<file path="config.mk">
export PLATFORM = sky130hd
export DESIGN_NAME = packbits_strip_decoder
export DESIGN_NICKNAME = d
export VERILOG_FILES = /design/src/rtl/core/psd_pkg.sv /design/src/rtl/core/psd_front.sv /design/src/rtl/core/psd_queue.sv /design/src/rtl/core/packbits_strip_decoder.sv
export SDC_FILE = /design/constraint.sdc
export NUM_CORES = 1
export LEC_CHECK = 0
export ABC_AREA = 1
export BUFFER_PORTS_ARGS = -buffer_cell sky130_fd_sc_hd__buf_2
export CAP_MARGIN = 20
export CORE_MARGIN = 2
export CORE_UTILIZATION = 65
export CTS_CLUSTER_DIAMETER = 50
export DETAILED_ROUTE_END_ITERATION = 6
export PLACE_DENSITY_LB_ADDON = 0.15
export SETUP_SLACK_MARGIN = 0.15
export SYNTH_ARGS = -nofsm -noshare
export SYNTH_HDL_FRONTEND = slang
export SYNTH_SLANG_ARGS = --single-unit
</file>
<file path="constraint.sdc">
create_clock -name clk -period 6.8 [get_ports clk]
set_input_delay 0 -clock clk [delete_from_list [all_inputs] [get_ports clk]]
set_output_delay 0 -clock clk [all_outputs]
set_load 0.1 [all_outputs]
</file>
<file path="src/rtl/core/psd_pkg.sv">
// ----------------------------------------------------------------------------
// psd_pkg: PackBits strip decoder package
// Shared types and constants for the strip decoder front, queue and top.
// ----------------------------------------------------------------------------
`default_nettype none

package psd_pkg;

  localparam int STRIP_W       = 24;
  localparam int BYTE_W        = 8;
  localparam int COUNT_W_DFLT  = 24;
  localparam logic [STRIP_W-1:0] STRIP_RESET = 24'd8192;
  localparam logic [BYTE_W-1:0]  NOOP_HEADER = 8'h80;  // -128

  typedef enum logic [1:0] {
    MODE_HEADER  = 2'd0,
    MODE_LITERAL = 2'd1,
    MODE_RUN     = 2'd2
  } psd_mode_t;

  typedef struct packed {
    logic [BYTE_W-1:0] value;
    logic [BYTE_W-1:0] repeat_count;
    logic              strip_end;
    logic              overrun;
  } psd_result_t;

endpackage

`default_nettype wire

</file>
<file path="src/rtl/core/psd_front.sv">
// ----------------------------------------------------------------------------
// psd_front: header parse and strip count
// Classifies each code byte as header, literal or run byte, keeps the
// decoded byte count and produces one result per data byte.
// ----------------------------------------------------------------------------
`default_nettype none

module psd_front #(
  parameter int COUNT_WIDTH = psd_pkg::COUNT_W_DFLT
) (
  input  wire logic                      clk,
  input  wire logic                      rst_n,
  input  wire logic                      cfg_we,
  input  wire logic [psd_pkg::STRIP_W-1:0] cfg_data,
  input  wire logic                      take,
  input  wire logic [psd_pkg::BYTE_W-1:0] code_byte,
  output logic                           res_valid,
  output psd_pkg::psd_result_t           res
);
  import psd_pkg::*;

  localparam int CMP_W = (COUNT_WIDTH + 1 > STRIP_W) ? COUNT_WIDTH + 1 : STRIP_W;

  psd_mode_t              mode_r, mode_nxt;
  logic [BYTE_W-1:0]      left_r, left_nxt;
  logic [BYTE_W-1:0]      run_r, run_nxt;
  logic [COUNT_WIDTH-1:0] count_r, count_nxt;
  logic [STRIP_W-1:0]     strip_r;

  logic [BYTE_W-1:0]      rep;
  logic [CMP_W-1:0]       sum;
  logic                   hit;

  always_comb begin
    mode_nxt  = mode_r;
    left_nxt  = left_r;
    run_nxt   = run_r;
    count_nxt = count_r;
    res_valid = 1'b0;
    rep       = 8'd1;
    case (mode_r)
      MODE_LITERAL: begin
        res_valid = take;
        rep       = 8'd1;
      end
      MODE_RUN: begin
        res_valid = take;
        rep       = run_r;
      end
      default: res_valid = 1'b0;
    endcase
    sum = CMP_W'(count_r) + CMP_W'(rep);
    hit = (sum >= CMP_W'(strip_r));
    res.value        = code_byte;
    res.repeat_count = rep;
    res.strip_end    = hit;
    res.overrun      = (sum > CMP_W'(strip_r));
    if (take) begin
      case (mode_r)
        MODE_LITERAL: begin
          left_nxt = left_r - 8'd1;
          if (left_nxt == '0) mode_nxt = MODE_HEADER;
        end
        MODE_RUN: mode_nxt = MODE_HEADER;
        default: begin
          if (!code_byte[BYTE_W-1]) begin
            left_nxt = code_byte + 8'd1;
            mode_nxt = MODE_LITERAL;
          end else if (code_byte != NOOP_HEADER) begin
            run_nxt  = ~code_byte + 8'd2;
            mode_nxt = MODE_RUN;
          end else begin
            mode_nxt = MODE_HEADER;
          end
        end
      endcase
      if (res_valid) begin
        if (hit) begin
          count_nxt = '0;
          mode_nxt  = MODE_HEADER;
          left_nxt  = '0;
        end else begin
          count_nxt = sum[COUNT_WIDTH-1:0];
        end
      end
    end
  end

  always_ff @(posedge clk) begin
    if (!rst_n) begin
      mode_r  <= MODE_HEADER;
      left_r  <= '0;
      run_r   <= '0;
      count_r <= '0;
      strip_r <= STRIP_RESET;
    end else begin
      mode_r  <= mode_nxt;
      left_r  <= left_nxt;
      run_r   <= run_nxt;
      count_r <= count_nxt;
      if (cfg_we) strip_r <= cfg_data;
    end
  end

endmodule

`default_nettype wire

</file>
<file path="src/rtl/core/psd_queue.sv">
// ----------------------------------------------------------------------------
// psd_queue: result queue and output stage
// Two-entry queue between the front and the result channel; the head entry
// drives the output ports directly.
// ----------------------------------------------------------------------------
`default_nettype none

module psd_queue (
  input  wire logic                 clk,
  input  wire logic                 rst_n,
  input  wire logic                 wr_en,
  input  wire psd_pkg::psd_result_t wr_data,
  output logic                      full,
  output logic                      rd_valid,
  input  wire logic                 rd_stall,
  output psd_pkg::psd_result_t      rd_data
);
  import psd_pkg::*;

  psd_result_t mem_r [2];
  logic        wp_r, wp_nxt;
  logic        rp_r, rp_nxt;
  logic [1:0]  cnt_r, cnt_nxt;
  logic        rd_en;

  assign full     = (cnt_r == 2'd2);
  assign rd_valid = (cnt_r != 2'd0);
  assign rd_en    = rd_valid && !rd_stall;
  assign rd_data  = mem_r[rp_r];

  always_comb begin
    wp_nxt  = wp_r ^ wr_en;
    rp_nxt  = rp_r ^ rd_en;
    cnt_nxt = cnt_r + {1'b0, wr_en} - {1'b0, rd_en};
  end

  always_ff @(posedge clk) begin
    if (wr_en) mem_r[wp_r] <= wr_data;
  end

  always_ff @(posedge clk) begin
    if (!rst_n) begin
      wp_r  <= 1'b0;
      rp_r  <= 1'b0;
      cnt_r <= 2'd0;
    end else begin
      wp_r  <= wp_nxt;
      rp_r  <= rp_nxt;
      cnt_r <= cnt_nxt;
    end
  end

endmodule

`default_nettype wire

</file>
<file path="src/rtl/core/packbits_strip_decoder.sv">
// ----------------------------------------------------------------------------
// packbits_strip_decoder: PackBits strip decoder
// Decodes PackBits code bytes into value / repeat count results and marks
// the result that completes a strip.
//
//   channel | dir | transfer when      | payload
//   in_     | in  | in_valid & !in_stall   | in_code_byte
//   out_    | out | out_valid & !out_stall | out_value, out_repeat_count,
//           |     |                        | out_strip_end, out_overrun
//   cfg_    | in  | cfg_we                 | cfg_data (strip_bytes)
//
// One code byte per cycle while in_stall is low; results leave from the queue head.
// The two-entry result queue sets in_stall while it is full.
// Reset is synchronous; strip_bytes returns to 8192.
// ----------------------------------------------------------------------------
`default_nettype none

module packbits_strip_decoder #(
  parameter int COUNT_WIDTH = psd_pkg::COUNT_W_DFLT
) (
  input  wire logic                        clk,
  input  wire logic                        rst_n,
  input  wire logic                        cfg_we,
  input  wire logic [psd_pkg::STRIP_W-1:0] cfg_data,
  input  wire logic                        in_valid,
  output logic                             in_stall,
  input  wire logic [psd_pkg::BYTE_W-1:0]  in_code_byte,
  output logic                             out_valid,
  input  wire logic                        out_stall,
  output logic [psd_pkg::BYTE_W-1:0]       out_value,
  output logic [psd_pkg::BYTE_W-1:0]       out_repeat_count,
  output logic                             out_strip_end,
  output logic                             out_overrun
);
  import psd_pkg::*;

  logic        take;
  logic        res_valid;
  logic        q_full;
  psd_result_t res;
  psd_result_t head;

  assign in_stall = q_full;
  assign take     = in_valid && !q_full;

  psd_front #(.COUNT_WIDTH(COUNT_WIDTH)) u_front (
    .clk       (clk),
    .rst_n     (rst_n),
    .cfg_we    (cfg_we),
    .cfg_data  (cfg_data),
    .take      (take),
    .code_byte (in_code_byte),
    .res_valid (res_valid),
    .res       (res)
  );

  psd_queue u_queue (
    .clk      (clk),
    .rst_n    (rst_n),
    .wr_en    (res_valid),
    .wr_data  (res),
    .full     (q_full),
    .rd_valid (out_valid),
    .rd_stall (out_stall),
    .rd_data  (head)
  );

  assign out_value        = head.value;
  assign out_repeat_count = head.repeat_count;
  assign out_strip_end    = head.strip_end;
  assign out_overrun      = head.overrun;

endmodule

`default_nettype wire

</file>
==> flow_metrics.py <==
metrics = {
    "global_route": {
        "use_met2_pct": 50.96,
        "grt_usage_pct": 29.65,
        "met3_usage_pct": 4.856,
        "grt_pass1_wl_um": 24270,
        "grt_use_met1_pct": 38.79,
        "grt-ovfl-total": 0,
        "antenna_found_initial": 0,
        "grt_pass1_vias": 5216,
        "grt_max_degree": 46,
        "grt.busiest_layer": "met2",
    },
    "sta": {
        "drv_slew": 0,
        "finalHoldViolations": 0,
        "fin_crit_ns": 4.560,
        "grt_setup_unrepaired": "no",
        "fin_skew_ns": 0.009328,
        "max_slew_margin_pct": 44.73,
        "fin_crit_sh_pct": 67.05,
        "setup_viol_count_final": 0,
        "tightest_slew_ns": 0.8290,
        "setup-tns-final_ns": 0,
        "max_freq_ghz": 0.2193,
    },
    "outcome": {
        "status": "finished clean",
    },
    "die": {
        "initial_core_util_pct": 67.49,
        "fp.dieArea_um2": 10440,
        "fp-row-count": 35,
        "die_w_um": 102.2,
        "core-area_um2": 9284,
        "die_h_um": 102.2,
        "io_pins": 57,
    },
    "logic_synthesis": {
        "synth_fp_nets": 892,
        "syn_area_um2": 6266,
        "synth_cell_types": 47,
        "synthCells": 810,
        "netlist.area_leader.share_pct": 22.68,
        "ys_ff_latch": 107,
        "synth.area.top_cells": "dfxtp_1, edfxtp_1, nand2_1",
        "synth_warnings": 0,
        "yosysTopAreaCell": "dfxtp_1",
        "syn_avg_cell_area_um2": 7.736,
        "synth.yosys.seq_area_share_pct": 39.94,
    },
    "layout": {
        "nFillCells": 699,
        "multi_input_area_um2": 3164,
        "final_common_cell": "nand2_1",
        "drive_above_1_share_pct": 13.94,
        "finalNonFillerCells": 1026,
        "antennaDiodeCount": 0,
        "final_cell_mix": "nand2_1, inv_1, nor2_1",
        "area_growth_pct": 14.96,
        "final_nets": 974,
        "regArea_um2": 2502,
    },
    "routing": {
        "drt_first_pass_iters": 5,
        "drt_wl_total_um": 15000,
        "ant_nets": 0,
        "dr.first_iter.drc_count": 333,
        "wl_per_cell_um": 14.62,
        "viasPerCell": 5.424,
        "drc_errors": 0,
        "vias": 5565,
    },
    "hold_path": {
        "hp-class": "primary input to flop",
        "hold_end": "u_queue.rp_r$_SDFF_PN0_",
        "min_from": "out_stall",
        "hold_path_depth": 4,
    },
    "clock_tree": {
        "cts_tree": "done",
        "cts_buffer_depth": 2,
        "htreeDepth": 3,
        "cts_resized": 0,
        "cts.sinks": 107,
        "cts_root_buf": "clkbuf_8",
        "cts_made_buffers": 9,
        "hold_buffers": 34,
        "post_cts.repair.setup_buffers": 0,
        "worst_skew_pair.late_latency_ns": 0.37,
        "clkTransAtPathRegs_ns": 0.11,
    },
    "placed_design": {
        "gp_congestion": 0.9040,
        "io_buffer_count": 56,
        "hpwl_um": 10320,
        "dpl.cell_count": 973,
    },
    "critical_path": {
        "critPathArrivalTime_ns": 4.80,
        "critPathCaptureType": "flop",
        "reg2reg_depth": 25,
        "crit_required_ns": 7.04,
        "crit_fanout": 16,
        "regToRegEndpoint": "u_front.left_r[0]$_SDFFE_PN0P_",
        "criticalPathCategory": "flop to flop",
        "startpoint_type": "flop",
        "r2r_setup_slack_ns": 2.24,
        "r2r_start": "u_front.mode_r[0]$_SDFFE_PN0P_",
    },
    "job": {
        "cap_violations": 0,
    },
    "pwr": {
        "powerDensity_nw_per_um2": 261.1,
        "max-vdd-ir-drop_uv": 262.6,
        "p_leak_nw": 3.334,
    },
}
[registers in the layout (all words and copies together), names as in the netlist, 2 cells and up, named ones only]
signal and count:
u_queue.mem_r 36, u_front.count_r 24, u_front.strip_r 24, u_front.left_r 8
u_front.run_r 8, u_front.mode_r 2, u_queue.cnt_r 2
[power by group]
group	switching (mW)	total, mW	internal [mW]
clock	0.248	0.392	0.145
combinational	0.530	0.723	0.193
sequential	0.0430	0.766	0.723
[synthesized netlist by cell type (all sizes together)]
cell and n:
nand2 170, inv 129, nor2 81, a21oi 80, dfxtp 71, nand3 47, o21ai 46, ha 44
edfxtp 36, clkbuf 19, mux2 18, xor2 18, nand4 8, buf 5, nor3 4, o21a 4
xnor2 4, nor3b 3, or2 3, a211oi 2, a21o 2, a31oi 2, o21bai 2, o221ai 2
a22oi 1, a311oi 1, and2 1, and3 1, clkinv 1, fa 1, nand3b 1, o211ai 1
o22ai 1, o32ai 1
[routing by layer]
metal | wire length, um | part of all wire [%] | vias to the layer above
met2 | 7093 | 47 | 196
li1 | - | - | 2794
met1 | 6646 | 44 | 2541
met5 | 0 | 0 | -
met3 | 897 | 6.0 | 34
met4 | 364 | 2.4 | 0
[worst max-delay path: stages (launching register included)]
cell and delay (ns):
dfxtp_1 0.34, inv_1 0.08, ha_1 0.35, inv_1 0.09, or2_2 0.33, ha_1 0.24
inv_1 0.08, fa_1 0.20, inv_1 0.05, nand2_1 0.05, nand2_1 0.08, nand3_1 0.09
nand2_2 0.11, or2_2 0.32, nand2_1 0.09, inv_1 0.05, ha_1 0.29, nand2_1 0.08
inv_1 0.14, nand3_1 0.11, nor3_1 0.25, nand3_2 0.39, nand3_4 0.28, nand2_4 0.17
nand2_1 0.10, a21oi_1 0.06
[cell families (layout without fill, tap and decap cells)]
kind of cell	count (synthesis)	count (layout)	share of synthesized area [%]
flip-flops	107	107	39.94
buffers and inverters	154	241	9.564
multiplexers	18	18	3.235
AO/OA/AOI/OAI	145	145	13.28
AND/OR/NAND/NOR	319	319	21.81
adder cells (fa/ha/maj)	45	45	9.105
XOR/XNOR	22	22	3.075
[area by class of cell]
type | instances | area share (%)
Multi-Input combinational cell | 549 | 43.93
Sequential cell | 107 | 34.74
Timing Repair Buffer | 95 | 9.623
Inverter | 130 | 6.774
Tap cell | 129 | 2.241
Clock buffer | 9 | 1.720
Clock inverter | 7 | 0.9727
[worst max-delay path by stage]
stage                                              start                          endpoint  slack [ns]  depth (start not counted)
after global routing      u_front.mode_r[0]$_SDFFE_PN0P_    u_front.left_r[0]$_SDFFE_PN0P_        1.83                         26
after detailed placement  u_front.mode_r[0]$_SDFFE_PN0P_  u_front.count_r[13]$_SDFFE_PN0P_        2.35                         25
final                     u_front.mode_r[0]$_SDFFE_PN0P_    u_front.left_r[0]$_SDFFE_PN0P_        2.24                         25
after global placement    u_front.mode_r[0]$_SDFFE_PN0P_  u_front.count_r[13]$_SDFFE_PN0P_        2.45                         23
after floorplan           u_front.mode_r[0]$_SDFFE_PN0P_    u_front.left_r[6]$_SDFFE_PN0P_        3.03                         28
after CTS                 u_front.mode_r[0]$_SDFFE_PN0P_    u_front.left_r[0]$_SDFFE_PN0P_        2.30                         26
[per-stage QoR]
step,hold slack (ns),area [um2],setup WS [ns],util (%),power [mW]
after floorplan,0.09001,6266,3.031,-,1.340
after global routing,0.04303,7203,1.826,77.59,1.967
after global placement,0.2188,6611,2.447,71.21,1.452
after CTS,0.001295,7146,2.300,76.97,1.868
after detailed placement,0.2190,6611,2.351,71.21,1.470
final,0.003329,7203,2.240,77.59,1.881
Note: power is estimated with default switching activity, not from simulation.
